<file path="config.mk">
export PLATFORM = sky130hd
export DESIGN_NAME = line_buffer_field_splitter_top
export DESIGN_NICKNAME = d
export VERILOG_FILES = /design/src/hdl/lbfs_pkg.sv /design/src/hdl/line_buffer_field_splitter_top.sv /design/src/hdl/lbfs_store.sv /design/src/hdl/lbfs_numparse.sv
export SDC_FILE = /design/constraint.sdc
export NUM_CORES = 1
export LEC_CHECK = 0
export ABC_AREA = 0
export BUFFER_PORTS_ARGS = -buffer_cell sky130_fd_sc_hd__buf_2
export CAP_MARGIN = 20
export CORE_ASPECT_RATIO = 0.75
export CORE_MARGIN = 10
export CORE_UTILIZATION = 50
export CTS_BUF_LIST = sky130_fd_sc_hd__clkbuf_16
export DETAILED_ROUTE_END_ITERATION = 6
export PLACE_DENSITY = 0.66
export REMOVE_ABC_BUFFERS = 1
export SYNTH_ARGS = -nofsm -noshare
export SYNTH_HDL_FRONTEND = slang
export SYNTH_SLANG_ARGS = --single-unit
</file>
<file path="constraint.sdc">
create_clock -name clk -period 5.4 [get_ports clk]
set_clock_uncertainty 0.15 [all_clocks]
set_input_delay 1.08 -clock clk [delete_from_list [all_inputs] [get_ports clk]]
set_output_delay 1.08 -clock clk [all_outputs]
set_load 0.05 [all_outputs]
</file>
<file path="src/hdl/lbfs_pkg.sv">
// Shared types, codes and constants of the line buffer field splitter.
package lbfs_pkg;

    localparam int LINE_BYTES_DEF  = 64;
    localparam int MAX_RECORDS_DEF = 16;
    localparam int MAX_FIELDS_DEF  = 8;
    localparam int FIELD_CHARS_DEF = 16;

    localparam int FILL_W = 7;
    localparam int CMP_W  = 9;
    localparam int REC_W  = 16;
    localparam int PROD_W = 19;

    localparam logic [REC_W-1:0] MAG_SAT = 16'd32768;
    localparam logic [REC_W-1:0] POS_MAX = 16'd32767;

    localparam logic [1:0] ACT_RECV  = 2'd0;
    localparam logic [1:0] ACT_CLEAR = 2'd1;
    localparam logic [1:0] ACT_SPLIT = 2'd2;

    localparam logic [7:0] CH_CR    = 8'h0D;
    localparam logic [7:0] CH_LF    = 8'h0A;
    localparam logic [7:0] CH_BS    = 8'h08;
    localparam logic [7:0] CH_COMMA = 8'h2C;
    localparam logic [7:0] CH_COLON = 8'h3A;
    localparam logic [7:0] CH_SEMI  = 8'h3B;
    localparam logic [7:0] CH_PLUS  = 8'h2B;
    localparam logic [7:0] CH_MINUS = 8'h2D;
    localparam logic [7:0] CH_ZERO  = 8'h30;
    localparam logic [7:0] CH_NINE  = 8'h39;
    localparam logic [7:0] CH_TAB   = 8'h09;
    localparam logic [7:0] CH_SPACE = 8'h20;

    typedef enum logic [2:0] {
        S_IDLE,
        S_FETCH,
        S_EVAL,
        S_STATUS
    } lbfs_state_t;

    typedef enum logic [1:0] {
        PH_SKIP,
        PH_DIGITS,
        PH_STOP
    } lbfs_phase_t;

    typedef struct packed {
        lbfs_phase_t       phase;
        logic              neg;
        logic [REC_W-1:0]  mag;
    } lbfs_parse_t;

    typedef struct packed {
        logic [1:0] action;
        logic [7:0] byte_value;
    } lbfs_cmd_t;

    typedef struct packed {
        logic              write_valid;
        logic [3:0]        record_id;
        logic [2:0]        field_index;
        logic [3:0]        char_pos;
        logic [7:0]        char_value;
        logic              out_of_range;
        logic              line_ready;
        logic [FILL_W-1:0] fill_level;
        logic              last;
    } lbfs_rsp_t;

endpackage

</file>
<file path="src/hdl/line_buffer_field_splitter_top.sv">
// Top level of the line buffer field splitter: sequencer, counters and result register.
//
// Receive and clear requests, and any other request that is not a split, each give one
// status result. A split request walks the stored line byte by byte (a registered read of
// the line store, then one pass through the shared parse and count logic), and a byte
// that gives a result waits while the result side stalls; the block takes no request
// during a split. Each field character other than a semicolon gives one result,
// suppressed writes give a flagged result, and the split closes with a status result
// marked last. The line store needs no clearing after reset.
module line_buffer_field_splitter_top import lbfs_pkg::*; #(
    parameter int LINE_BYTES  = LINE_BYTES_DEF,
    parameter int MAX_RECORDS = MAX_RECORDS_DEF,
    parameter int MAX_FIELDS  = MAX_FIELDS_DEF,
    parameter int FIELD_CHARS = FIELD_CHARS_DEF
) (
    input  logic       clk,
    input  logic       rst_n,
    input  logic       cmd_valid,
    output logic       cmd_ready,
    input  lbfs_cmd_t  cmd,
    output logic       rsp_valid,
    input  logic       rsp_ready,
    output lbfs_rsp_t  rsp
);

    localparam int ADDR_W = $clog2(LINE_BYTES);

    lbfs_state_t       state_reg,  state_next;
    logic [FILL_W-1:0] fill_reg,   fill_next;
    logic              done_reg,   done_next;
    logic [REC_W-1:0]  rec_reg,    rec_next;
    logic [FILL_W-1:0] idx_reg,    idx_next;
    logic [FILL_W-1:0] commas_reg, commas_next;
    logic [FILL_W-1:0] pos_reg,    pos_next;
    logic [FILL_W-1:0] fed_reg,    fed_next;
    lbfs_parse_t       parse_reg,  parse_next;
    logic              rsp_valid_reg, rsp_valid_next;
    lbfs_rsp_t         rsp_reg,    rsp_next;
    logic              rsp_load;

    logic              slot_free;
    logic              cmd_fire;
    logic              wr_en;
    logic              rd_en;
    logic [7:0]        ch;
    lbfs_parse_t       parse_step;
    logic [REC_W-1:0]  rec_value;
    logic [FILL_W-1:0] fld;
    logic              bad;

    lbfs_store #(
        .DEPTH (LINE_BYTES)
    ) u_store (
        .clk     (clk),
        .wr_en   (wr_en),
        .wr_addr (fill_reg[ADDR_W-1:0]),
        .wr_data (cmd.byte_value),
        .rd_en   (rd_en),
        .rd_addr (idx_reg[ADDR_W-1:0]),
        .rd_data (ch)
    );

    lbfs_numparse u_numparse (
        .cur       (parse_reg),
        .ch        (ch),
        .nxt       (parse_step),
        .rec_value (rec_value)
    );

    assign slot_free = !rsp_valid_reg || rsp_ready;
    assign cmd_ready = (state_reg == S_IDLE) && slot_free;
    assign cmd_fire  = cmd_valid && cmd_ready;

    assign wr_en = cmd_fire && (cmd.action == ACT_RECV)
                   && (fill_reg < FILL_W'(LINE_BYTES))
                   && (cmd.byte_value != CH_CR) && (cmd.byte_value != CH_LF)
                   && (cmd.byte_value != CH_BS);

    assign fld = commas_reg - FILL_W'(1);
    assign bad = rec_reg[REC_W-1]
                 || (rec_reg >= REC_W'(MAX_RECORDS))
                 || (fld >= FILL_W'(MAX_FIELDS))
                 || ({2'b00, pos_reg} >= CMP_W'(FIELD_CHARS));

    always_comb
    begin
        state_next  = state_reg;
        fill_next   = fill_reg;
        done_next   = done_reg;
        rec_next    = rec_reg;
        idx_next    = idx_reg;
        commas_next = commas_reg;
        pos_next    = pos_reg;
        fed_next    = fed_reg;
        parse_next  = parse_reg;
        rd_en       = 1'b0;
        rsp_load    = 1'b0;
        rsp_next    = '0;

        case (state_reg)
            S_IDLE:
            begin
                if (cmd_fire)
                begin
                    case (cmd.action)
                        ACT_RECV:
                        begin
                            if (fill_reg < FILL_W'(LINE_BYTES))
                            begin
                                if ((cmd.byte_value == CH_CR) || (cmd.byte_value == CH_LF))
                                begin
                                    done_next = 1'b1;
                                end
                                else if (cmd.byte_value == CH_BS)
                                begin
                                    if (fill_reg != '0)
                                    begin
                                        fill_next = fill_reg - FILL_W'(1);
                                    end
                                end
                                else
                                begin
                                    fill_next = fill_reg + FILL_W'(1);
                                end
                            end
                        end
                        ACT_CLEAR:
                        begin
                            done_next = 1'b0;
                            fill_next = '0;
                        end
                        default:
                        begin
                        end
                    endcase

                    if (cmd.action == ACT_SPLIT)
                    begin
                        idx_next     = '0;
                        commas_next  = '0;
                        pos_next     = '0;
                        fed_next     = '0;
                        parse_next   = '{phase: PH_SKIP, neg: 1'b0, mag: '0};
                        state_next   = S_FETCH;
                    end
                    else
                    begin
                        rsp_load            = 1'b1;
                        rsp_next.line_ready = done_next;
                        rsp_next.fill_level = fill_next;
                        rsp_next.last       = 1'b1;
                    end
                end
            end
            S_FETCH:
            begin
                if (idx_reg < fill_reg)
                begin
                    rd_en      = 1'b1;
                    state_next = S_EVAL;
                end
                else
                begin
                    state_next = S_STATUS;
                end
            end
            S_EVAL:
            begin
                if (ch == CH_COMMA)
                begin
                    commas_next = commas_reg + FILL_W'(1);
                    if (commas_reg == '0)
                    begin
                        rec_next = rec_value;
                    end
                    pos_next   = '0;
                    idx_next   = idx_reg + FILL_W'(1);
                    state_next = S_FETCH;
                end
                else if (commas_reg == '0)
                begin
                    if ((ch != CH_COLON)
                        && (({2'b00, fed_reg} + CMP_W'(1)) < CMP_W'(FIELD_CHARS)))
                    begin
                        fed_next   = fed_reg + FILL_W'(1);
                        parse_next = parse_step;
                    end
                    idx_next   = idx_reg + FILL_W'(1);
                    state_next = S_FETCH;
                end
                else if (ch != CH_SEMI)
                begin
                    if (slot_free)
                    begin
                        rsp_load            = 1'b1;
                        rsp_next.line_ready = done_reg;
                        rsp_next.fill_level = fill_reg;
                        if (bad)
                        begin
                            rsp_next.out_of_range = 1'b1;
                        end
                        else
                        begin
                            rsp_next.write_valid = 1'b1;
                            rsp_next.record_id   = rec_reg[3:0];
                            rsp_next.field_index = fld[2:0];
                            rsp_next.char_pos    = pos_reg[3:0];
                            rsp_next.char_value  = ch;
                        end
                        pos_next   = pos_reg + FILL_W'(1);
                        idx_next   = idx_reg + FILL_W'(1);
                        state_next = S_FETCH;
                    end
                end
                else
                begin
                    idx_next   = idx_reg + FILL_W'(1);
                    state_next = S_FETCH;
                end
            end
            S_STATUS:
            begin
                if (slot_free)
                begin
                    rsp_load            = 1'b1;
                    rsp_next.line_ready = done_reg;
                    rsp_next.fill_level = fill_reg;
                    rsp_next.last       = 1'b1;
                    state_next          = S_IDLE;
                end
            end
            default:
            begin
                state_next = S_IDLE;
            end
        endcase
    end

    assign rsp_valid_next = rsp_load ? 1'b1 : (rsp_ready ? 1'b0 : rsp_valid_reg);

    always_ff @(posedge clk or negedge rst_n)
    begin
        if (!rst_n)
        begin
            state_reg     <= S_IDLE;
            fill_reg      <= '0;
            done_reg      <= 1'b0;
            rec_reg       <= '0;
            idx_reg       <= '0;
            commas_reg    <= '0;
            pos_reg       <= '0;
            fed_reg       <= '0;
            parse_reg     <= '{phase: PH_SKIP, neg: 1'b0, mag: '0};
            rsp_valid_reg <= 1'b0;
        end
        else
        begin
            state_reg     <= state_next;
            fill_reg      <= fill_next;
            done_reg      <= done_next;
            rec_reg       <= rec_next;
            idx_reg       <= idx_next;
            commas_reg    <= commas_next;
            pos_reg       <= pos_next;
            fed_reg       <= fed_next;
            parse_reg     <= parse_next;
            rsp_valid_reg <= rsp_valid_next;
        end
    end

    always_ff @(posedge clk)
    begin
        if (rsp_load)
        begin
            rsp_reg <= rsp_next;
        end
    end

    assign rsp_valid = rsp_valid_reg;
    assign rsp       = rsp_reg;

    a_fill_bound: assert property (@(posedge clk) disable iff (!rst_n)
        fill_reg <= FILL_W'(LINE_BYTES))
        else $error("line store fill beyond depth");

    a_write_not_flagged: assert property (@(posedge clk) disable iff (!rst_n)
        rsp_valid_reg |-> !(rsp_reg.write_valid && rsp_reg.out_of_range))
        else $error("write result also flagged out of range");

    a_status_clean: assert property (@(posedge clk) disable iff (!rst_n)
        (rsp_valid_reg && rsp_reg.last) |-> (!rsp_reg.write_valid && !rsp_reg.out_of_range))
        else $error("status result carries a write");

    a_split_starts: assert property (@(posedge clk) disable iff (!rst_n)
        (cmd_fire && (cmd.action == ACT_SPLIT)) |=> (state_reg == S_FETCH))
        else $error("split request did not start the walk");

    a_fill_stable_split: assert property (@(posedge clk) disable iff (!rst_n)
        (state_reg != S_IDLE) |=> $stable(fill_reg))
        else $error("fill level changed during split");

endmodule

</file>
<file path="src/hdl/lbfs_store.sv">
// Line store: single write port, one registered read port.
module lbfs_store import lbfs_pkg::*; #(
    parameter int DEPTH = LINE_BYTES_DEF
) (
    input  logic                     clk,
    input  logic                     wr_en,
    input  logic [$clog2(DEPTH)-1:0] wr_addr,
    input  logic [7:0]               wr_data,
    input  logic                     rd_en,
    input  logic [$clog2(DEPTH)-1:0] rd_addr,
    output logic [7:0]               rd_data
);

    logic [7:0] mem [DEPTH];
    logic [7:0] rd_data_reg;

    always_ff @(posedge clk)
    begin
        if (wr_en)
        begin
            mem[wr_addr] <= wr_data;
        end
    end

    always_ff @(posedge clk)
    begin
        if (rd_en)
        begin
            rd_data_reg <= mem[rd_addr];
        end
    end

    assign rd_data = rd_data_reg;

endmodule

</file>
<file path="src/hdl/lbfs_numparse.sv">
// Record number parse step: one character into the atoi-style accumulator.
module lbfs_numparse import lbfs_pkg::*; (
    input  lbfs_parse_t      cur,
    input  logic [7:0]       ch,
    output lbfs_parse_t      nxt,
    output logic [REC_W-1:0] rec_value
);

    logic              is_digit;
    logic              is_space;
    logic              is_sign;
    logic [3:0]        digit;
    logic [PROD_W-1:0] acc;

    assign is_digit = ch inside {[CH_ZERO:CH_NINE]};
    assign is_space = (ch == CH_SPACE) || (ch inside {[CH_TAB:CH_CR]});
    assign is_sign  = (ch == CH_PLUS) || (ch == CH_MINUS);
    assign digit    = 4'(ch - CH_ZERO);

    // mag * 10 + digit
    assign acc = (PROD_W'(cur.mag) << 3) + (PROD_W'(cur.mag) << 1) + PROD_W'(digit);

    always_comb
    begin
        nxt = cur;
        case (cur.phase)
            PH_SKIP:
            begin
                if (is_space)
                begin
                    nxt.phase = PH_SKIP;
                end
                else if (is_sign)
                begin
                    nxt.neg   = (ch == CH_MINUS);
                    nxt.phase = PH_DIGITS;
                end
                else if (is_digit)
                begin
                    nxt.mag   = REC_W'(digit);
                    nxt.phase = PH_DIGITS;
                end
                else
                begin
                    nxt.phase = PH_STOP;
                end
            end
            PH_DIGITS:
            begin
                if (is_digit)
                begin
                    nxt.mag = (acc > PROD_W'(MAG_SAT)) ? MAG_SAT : acc[REC_W-1:0];
                end
                else
                begin
                    nxt.phase = PH_STOP;
                end
            end
            default:
            begin
                nxt = cur;
            end
        endcase
    end

    assign rec_value = cur.neg ? (REC_W'(0) - cur.mag)
                               : ((cur.mag > POS_MAX) ? POS_MAX : cur.mag);

endmodule

</file>
==> metrics.md, run 1 <==
| Metric | Value |
|---|---|
| F_max | between 200 and 250 MHz |
| Worst vdd ir | around 280 uV |
| Placed instance area | 27900 um^2 |
| Setup bufs post-CTS | 0 |
| Startpoint type of the worst setup path | flip-flop |
| Average routed wire per standard cell | approximately 26 um |
| CP max stage delay | approximately 0.53 ns |
| Pre-Repair DR Iteration Count | 5 |
| Remaining design rule violation count | 0 |
| H-tree level count | 2 |
| Final hold violation count | 0 |
| Number of cell rows | 73 |
| Number of slew-limit violations in the final report | 0 |
| Number of port buffers | between 40 and 50 |
| Met1 usage | 0.304 |
| Total of max-cap violations | 0 |
| Number of warnings reported in the yosys synthesis log | 0 |
| Unrepaired setup endpoints after global routing | no |
| DPL Wire Length | 40900 um |
| Placement Setup Slack | 0.787 ns |
| DR vias/cell | 6.27 |
| Slew at the pin closest to its max-slew limit | roughly 1.1 ns |
| Most heavily used metal layer in global routing | met1 |
| Worst Setup End Kind | flip-flop |
| Vias in the first global route | 14600 |
| Tightest Hold Check Type | flip-flop to flip-flop |
| Fraction of final layout cells with drive strength greater than 1 | 0.205 |
| Dominant cells by area after synthesis | sky130_fd_sc_hd__edfxtp_1, sky130_fd_sc_hd__mux4_2, sky130_fd_sc_hd__dfrtp_1 |
| Area of the core region | ~53000 um^2 |
| Clock buffer count from CTS | 56 |
| Most frequently used flop master after synthesis | sky130_fd_sc_hd__edfxtp_1 |
| Clock transition at the registers of the reported paths | about 0.07 ns |
| Overall via count from detail_route | around 15000 |
| Ratio of total power to cell area | between 300 and 400 nW/um^2 |
| Met3 track demand over resource in global routing | 0.0454 |
| Library cells used by synthesis | 80 |
| Buf/Inv on CP | 2 |
| Number of setup violations in the final report | 0 |
| Number of enable flip-flop cells after synthesis | 550 |
| Top Ports | 46 |
| Finished Cell Area | ~30000 um^2 |
| Post-Route Setup TNS | 0 ns |
| Sequential cell area fraction in the yosys report | 0.681 |
| Remaining global-route overflow | 0 |
| Clock tree from TritonCTS | built |
| Maximum number of pins on one net before global-route repair | 75 |
| Share of the cycle needed by the critical path after routing | 0.795 |
| Critical-path cell with the highest stage delay | sky130_fd_sc_hd__fa_1 |
| Cell type group with the largest total delay on the critical path | simple AND/OR/NAND/NOR gates |
| Number of hold buffers added after cts | 0 |
| Met2 global-route usage | 0.282 |
| TritonCTS Sinks | 624 |
| Maximum net fanout on the critical path | 9 |
| Total standard cell area after synthesis | 27000 um^2 |
| Clk Latency, worst-skew pair | roughly 0.63 ns |
| Status | completed |
| Final weighted congestion of routability-driven global placement | around 0.9 |
| Signal arrival time at the worst endpoint | 4.68 ns |
| Post-CTS sizing | 0 |
| Final critical delay including setup and external delays | 4.30 ns |
| Net count of the finished layout | 1700 |
| Die H | ~220 um |
| Layout-stage area growth over the synthesis result | 10.2% |
| Die outline area | 63700 um^2 |
| Root Driver | sky130_fd_sc_hd__clkbuf_16 |
| Antenna violations before repair | 6 |
| Final-layout fill cell count | approximately 4000 |
| Global routing usage summed across all routing layers | 0.198 |
| Seq cells post-synth | ~620 |
| Worst endpoint required time | a little under 6 ns |
| Number of flip-flops in the largest register | 512 |
| Yosys top cell by area | sky130_fd_sc_hd__edfxtp_1 |
| Fraction of registers with async set or reset after synthesis | 0.119 |
| Static leakage | 0.00996 uW |
| Initial core utilization | 0.507 |
| Power after layout | a little over 9000 uW |
| Final cell utilization of the core | 0.559 |
| First-pass GRT wire length | about 96000 um |
| Die X | 288 um |
| Critical path cell sequence | inv_1 -> fa_1 -> inv_1 -> fa_1 -> a211oi_1 -> o21ai_2 -> mux2i_4 -> or3_1 -> or4_1 -> nor4_2 -> o2111a_2 -> a22o_1 |
| 1st-iter DRT viols | between 1500 and 2000 |
| Number of nets with antenna violations after detailed routing | 0 |
| Category of the critical setup timing path | flip-flop to flip-flop |
| Area fraction of the dominant cell type after synthesis | 0.613 |
| Total detailed-routing wirelength | between 60000 and 70000 um |
| Post-Syn Area per Cell | between 15 and 20 um^2 |
| Relative max-transition margin | 0.277 |
| Final worst-path setup slack | 1.10 ns |
| Number of instances in the synthesized netlist | roughly 1600 |
| Max clock buf depth | 3 |
worst paths after layout:
path | startpoint | endpoint | slack (ns) | cells after the start
setup / recovery | parse_reg[2]$_DFFE_PN0P_ | parse_reg[8]$_DFFE_PN0P_ | 1.10 | 12
hold / removal | rec_reg[10]$_DFFE_PN0P_ | rec_reg[10]$_DFFE_PN0P_ | 0.33 | 1
setup reg to reg | parse_reg[2]$_DFFE_PN0P_ | parse_reg[8]$_DFFE_PN0P_ | 1.10 | 12
hold reg to reg | rec_reg[10]$_DFFE_PN0P_ | rec_reg[10]$_DFFE_PN0P_ | 0.33 | 1
max in group asynchronous | rst_n | idx_reg[0]$_DFFE_PN0P_ | 3.89 | 1
min in group asynchronous | rst_n | commas_reg[2]$_DFFE_PN0P_ | 0.47 | 1
power by group:
part | leakage (uW) | switching (uW) | total (uW) | internal, uW
clock | 0.000910 | 1760 | 3800 | 2040
combinational | 0.00320 | 92.6 | 104 | 11.2
sequential | 0.00585 | 0.0000000000000248 | 5240 | 5240
final cells by class:
class / count / area, um^2 / share of cell area
well taps: 712 / 891 / 0.0300
multi-input cells: 847 / 8140 / 0.274
inverters: 32 / 120 / 0.00404
flip-flops and latches: 624 / 18400 / 0.618
repair buffers: 68 / 448 / 0.0151
diodes: 2 / 5.00 / 0.000168
clock inverters: 47 / 332 / 0.0112
clock buffers: 56 / 1400 / 0.0472
metrics by stage:
| step | hold WS, ns | std cells |
|---|---|---|
| 2_1_floorplan | 0.291 | 1503 |
| 3_3_place_gp | 0.315 | 2281 |
| 3_5_place_dp | 0.320 | 2281 |
| 4_1_cts | 0.334 | 2384 |
| 5_1_grt | 0.338 | 2387 |
| 6_report | 0.327 | 2388 |
routing by layer:
layer / routed length [um] / vias up
li1: - / 6492
met1: 28200 / 7717
met2: 28000 / 663
met3: 5720 / 87
met4: 1220 / 6
met5: 46 / -
worst register-to-register path, stage by stage, from the launching register on:
cell and delay (ns):
sky130_fd_sc_hd__dfrtp_1 0.52, sky130_fd_sc_hd__inv_1 0.13, sky130_fd_sc_hd__fa_1 0.53, sky130_fd_sc_hd__inv_1 0.08
sky130_fd_sc_hd__fa_1 0.49, sky130_fd_sc_hd__a211oi_1 0.35, sky130_fd_sc_hd__o21ai_2 0.17, sky130_fd_sc_hd__mux2i_4 0.21
sky130_fd_sc_hd__or3_1 0.34, sky130_fd_sc_hd__or4_1 0.50, sky130_fd_sc_hd__nor4_2 0.28, sky130_fd_sc_hd__o2111a_2 0.34
sky130_fd_sc_hd__a22o_1 0.16
cells in the mapped netlist (5+ instances only):
library cell,number
sky130_fd_sc_hd__nand4_1,13
sky130_fd_sc_hd__edfxtp_1,550
sky130_fd_sc_hd__nor2b_1,7
sky130_fd_sc_hd__a211oi_1,14
sky130_fd_sc_hd__o21ai_1,18
sky130_fd_sc_hd__a22oi_1,10
sky130_fd_sc_hd__and2_1,8
sky130_fd_sc_hd__mux4_2,168
sky130_fd_sc_hd__clkbuf_1,47
sky130_fd_sc_hd__inv_1,30
sky130_fd_sc_hd__a21o_1,23
sky130_fd_sc_hd__a31oi_1,8
sky130_fd_sc_hd__dfrtp_1,74
sky130_fd_sc_hd__mux2_2,5
sky130_fd_sc_hd__nand2b_1,7
sky130_fd_sc_hd__and3_1,24
sky130_fd_sc_hd__o22ai_1,6
sky130_fd_sc_hd__buf_1,20
sky130_fd_sc_hd__xnor2_1,6
sky130_fd_sc_hd__nor4_1,10
sky130_fd_sc_hd__nor2_1,134
sky130_fd_sc_hd__o211ai_1,8
sky130_fd_sc_hd__o21ai_0,35
sky130_fd_sc_hd__nand2_1,64
sky130_fd_sc_hd__xor2_1,13
sky130_fd_sc_hd__a21oi_1,38
sky130_fd_sc_hd__or3_1,10
sky130_fd_sc_hd__a22o_1,20
sky130_fd_sc_hd__o31ai_1,5
sky130_fd_sc_hd__buf_6,5
sky130_fd_sc_hd__nor3_1,28
sky130_fd_sc_hd__nand3_1,30
sky130_fd_sc_hd__ha_1,55
cell usage in the layout (no fill, tap or decap), drive strengths merged, types with 28 or more instances in the layout:
| master | synthesis | layout |
|---|---|---|
| a21oi | 40 | 40 |
| buf | 27 | 68 |
| clkbuf | 48 | 56 |
| dfrtp | 74 | 74 |
| edfxtp | 550 | 550 |
| ha | 55 | 55 |
| inv | 31 | 50 |
| mux4 | 168 | 168 |
| nand2 | 64 | 64 |
| nand3 | 30 | 30 |
| nor2 | 134 | 134 |
| nor3 | 28 | 28 |
| o21ai | 54 | 54 |
logic make-up (layout without fill, tap and decap cells):
kind of cell | after synthesis | after routing | share of synthesized area
AOI/OAI and AO/OA | 231 | 231 | 0.0585
xor gates and xnor gates | 19 | 19 | 0.00617
adders and majority gates | 57 | 57 | 0.0270
buffers and inverters | 107 | 203 | 0.0168
DFF | 624 | 624 | 0.681
muxes | 178 | 178 | 0.145
other | 0 | 2 | 0
and+or+nand+nor | 362 | 362 | 0.0654
No activity file was read; power rests on OpenSTA's default activity.
==> inputs of run 2 (changes only) <==
PLACE_DENSITY = 0.68   (was 0.66)
clock period = 3.7 ns   (was 5.4 ns; I/O delays follow)
==> run 2 against run 1 <==
Net effect: final area up 3.7%; power increased by 48%; highest routed layer unchanged; the flow now finishes with violations (negative setup slack); first-iteration DRC count rose by 3.5%; final cell count is 4.3% higher.
==> metrics.md, run 2 (synthesis gave the netlist of run 1 again) <==
| Metric | Value |
|---|---|
| Status | finished, violations left |
| Violated checks | negative setup slack |
| Hold Startpoint | cmd[1] |
| Number of cells traversed by the worst hold path | 1 |
| Slew at the pin closest to its max-slew limit | 0.939 ns |
| Die outline area | approximately 64000 um^2 |
| Ratio of total power to cell area | approximately 440 nW/um^2 |
| Maximum number of pins on one net before global-route repair | between 70 and 80 |
| Remaining global-route overflow | 0 |
| Unrepaired setup endpoints after global routing | yes |
| Hold slack | roughly 0.31 ns |
| Worst reg-to-reg setup slack | -0.06 ns |
| Remaining design rule violation count | 0 |
| Number of port buffers | 45 |
| Overall via count from detail_route | 15400 |
| Worst Setup End Kind | flip-flop |
| Clock transition at the registers of the reported paths | about 0.060 ns |
| Maximum net fanout on the critical path | 4 |
| Clock buffer count from CTS | a little under 60 |
| Commonest non-fill, non-tap cell in the layout | sky130_fd_sc_hd__edfxtp_1 |
| Layout-stage area growth over the synthesis result | 14.3% |
| Endpoint of the most critical register-to-register path | parse_reg[4]$_DFFE_PN0P_ |
| Number of nets with antenna violations after detailed routing | 0 |
| Total detailed-routing wirelength | between 60000 and 70000 um |
| Antenna violations before repair | 6 |
| Final worst-path setup slack | -0.0589 ns |
| TritonCTS Sinks | 624 |
| Initial core utilization | 0.507 |
| Clk Latency, worst-skew pair | 0.64 ns |
| F_max | between 200 and 300 MHz |
| Post-Route Setup TNS | -0.546 ns |
| Pre-Repair DR Iteration Count | 7 |
| Final hold violation count | 0 |
| Clock tree from TritonCTS | built |
| Root Driver | sky130_fd_sc_hd__clkbuf_16 |
| Final critical delay including setup and external delays | 3.76 ns |
| Worst vdd ir | about 450 uV |
| Vias in the first global route | about 15000 |
| Startpoint of the worst-slack reg-to-reg timing path | u_store.rd_data[3]$_DFFE_PP_ |
| Relative max-transition margin | 0.372 |
| First-pass GRT wire length | 96300 um |
| Signal arrival time at the worst endpoint | 4.16 ns |
| Worst min-delay path endpoint | u_store.mem[38][1]$_DFFE_PP_ |
| H-tree level count | 2 |
| Static leakage | between 0.01 and 0.015 uW |
| Category of the critical setup timing path | flip-flop to flip-flop |
| FF-to-FF path depth | 12 |
| 1st-iter DRT viols | between 1500 and 2000 |
| DPL Wire Length | 40900 um |
| Max clock buf depth | 3 |
| Worst endpoint required time | between 4 and 5 ns |
| Share of the cycle needed by the critical path after routing | 1.02 |
| Final weighted congestion of routability-driven global placement | ~0.86 |
| Startpoint type of the worst setup path | flip-flop |
| Average routed wire per standard cell | ~25 um |
| DR vias/cell | 6.20 |
| Number of slew-limit violations in the final report | 0 |
| Commonest cells after routing, fill and taps aside | sky130_fd_sc_hd__edfxtp_1, sky130_fd_sc_hd__mux4_2, sky130_fd_sc_hd__nor2_1, sky130_fd_sc_hd__buf_4, sky130_fd_sc_hd__dfrtp_1 |
| Fraction of final layout cells with drive strength greater than 1 | 0.269 |
| Global routing usage summed across all routing layers | 0.198 |
| Tightest Hold Check Type | primary input to flip-flop |
| Net count of the finished layout | 1799 |
| Die X | slightly below 300 um |
| Area of the core region | about 53000 um^2 |
| Number of setup violations in the final report | 11 |
| Total of max-cap violations | 0 |
| Number of cell rows | 73 |
| Top Ports | between 40 and 50 |
| Die H | approximately 220 um |
| Number of flip-flops in the largest register | 512 |
==> run 2: cell count changes in the layout (fill, tap and decap cells not counted), moves of 4 or more <==
cell                       previous run  this run
sky130_fd_sc_hd__inv_1               47        36
sky130_fd_sc_hd__inv_2                1         5
sky130_fd_sc_hd__o21ai_2              1         8
sky130_fd_sc_hd__buf_12               4        10
sky130_fd_sc_hd__o21ai_1             18        11
sky130_fd_sc_hd__clkinv_2             9        17
sky130_fd_sc_hd__buf_4               19       107
==> run 2: worst max-delay path by stage <==
stage / startpoint / end / slack [ns] / cells after the start
2_1_floorplan: idx_reg[0]$_DFFE_PN0P_ / u_store.rd_data[0]$_DFFE_PP_ / -3.29 / 3
3_3_place_gp: parse_reg[0]$_DFFE_PN0P_ / parse_reg[13]$_DFFE_PN0P_ / -0.24 / 12
3_5_place_dp: parse_reg[0]$_DFFE_PN0P_ / parse_reg[14]$_DFFE_PN0P_ / -0.32 / 12
4_1_cts: parse_reg[0]$_DFFE_PN0P_ / parse_reg[7]$_DFFE_PN0P_ / -0.12 / 12
5_1_grt: parse_reg[0]$_DFFE_PN0P_ / parse_reg[11]$_DFFE_PN0P_ / -0.19 / 13
6_report: u_store.rd_data[3]$_DFFE_PP_ / parse_reg[4]$_DFFE_PN0P_ / -0.06 / 12
==> run 2: stage by stage <==
stage	setup WS [ns]	area (um^2)	total power (uW)	instances	util
2_1_floorplan	-3.29	26600	7810	1503	-
3_3_place_gp	-0.241	28700	7940	2367	0.540
3_5_place_dp	-0.320	28700	7950	2367	0.540
4_1_cts	-0.120	30600	13600	2481	0.576
5_1_grt	-0.191	30800	13900	2488	0.580
6_report	-0.0589	30800	13500	2490	0.580
==> run 2: what timing repair did <==
item / CTS / global route
endpoints found under the hold margin: 0 / 6
setup endpoints to repair: 11 / 16
gates resized for setup: 9 / 29
gates cloned: 1 / 0
hold buffers: 0 / 1
buffers inserted: 6 / 4
pin swaps: 9 / 20
==> run 2: critical path, stage by stage (launching register included) <==
cell	delay [ns]
sky130_fd_sc_hd__edfxtp_1	0.40
sky130_fd_sc_hd__inv_2	0.09
sky130_fd_sc_hd__fa_1	0.42
sky130_fd_sc_hd__inv_2	0.08
sky130_fd_sc_hd__fa_2	0.44
sky130_fd_sc_hd__or4_4	0.44
sky130_fd_sc_hd__nor2_4	0.09
sky130_fd_sc_hd__o21ai_2	0.06
sky130_fd_sc_hd__or3_1	0.36
sky130_fd_sc_hd__or4_4	0.45
sky130_fd_sc_hd__nor4_4	0.27
sky130_fd_sc_hd__o2111a_2	0.31
sky130_fd_sc_hd__a22o_1	0.13
==> run 2: layer usage <==
layer,track usage,share of wire,vias up
li1,-,-,6675
met3,0.0460,0.083,115
met4,0.0565,0.025,4
met5,0,0.00032,-
met2,0.285,0.45,655
met1,0.297,0.44,7982
==> run 2: where the power goes <==
group / total (uW) / switching (uW) / internal [uW]
clock: 5700 / 2630 / 3080
combinational: 154 / 131 / 22.8
sequential: 7650 / 0.0000000000000316 / 7650
==> run 2: area by class of cell <==
class | instances | area, um^2
antenna | 3 | 7.51
sequential | 624 | 18400
clock inverter | 49 | 363
tap | 712 | 891
inverter | 32 | 120
fill | 4022 | 22300
clock buffer | 58 | 1450
timing repair buffer | 164 | 1270
multi-input combinational | 848 | 8340
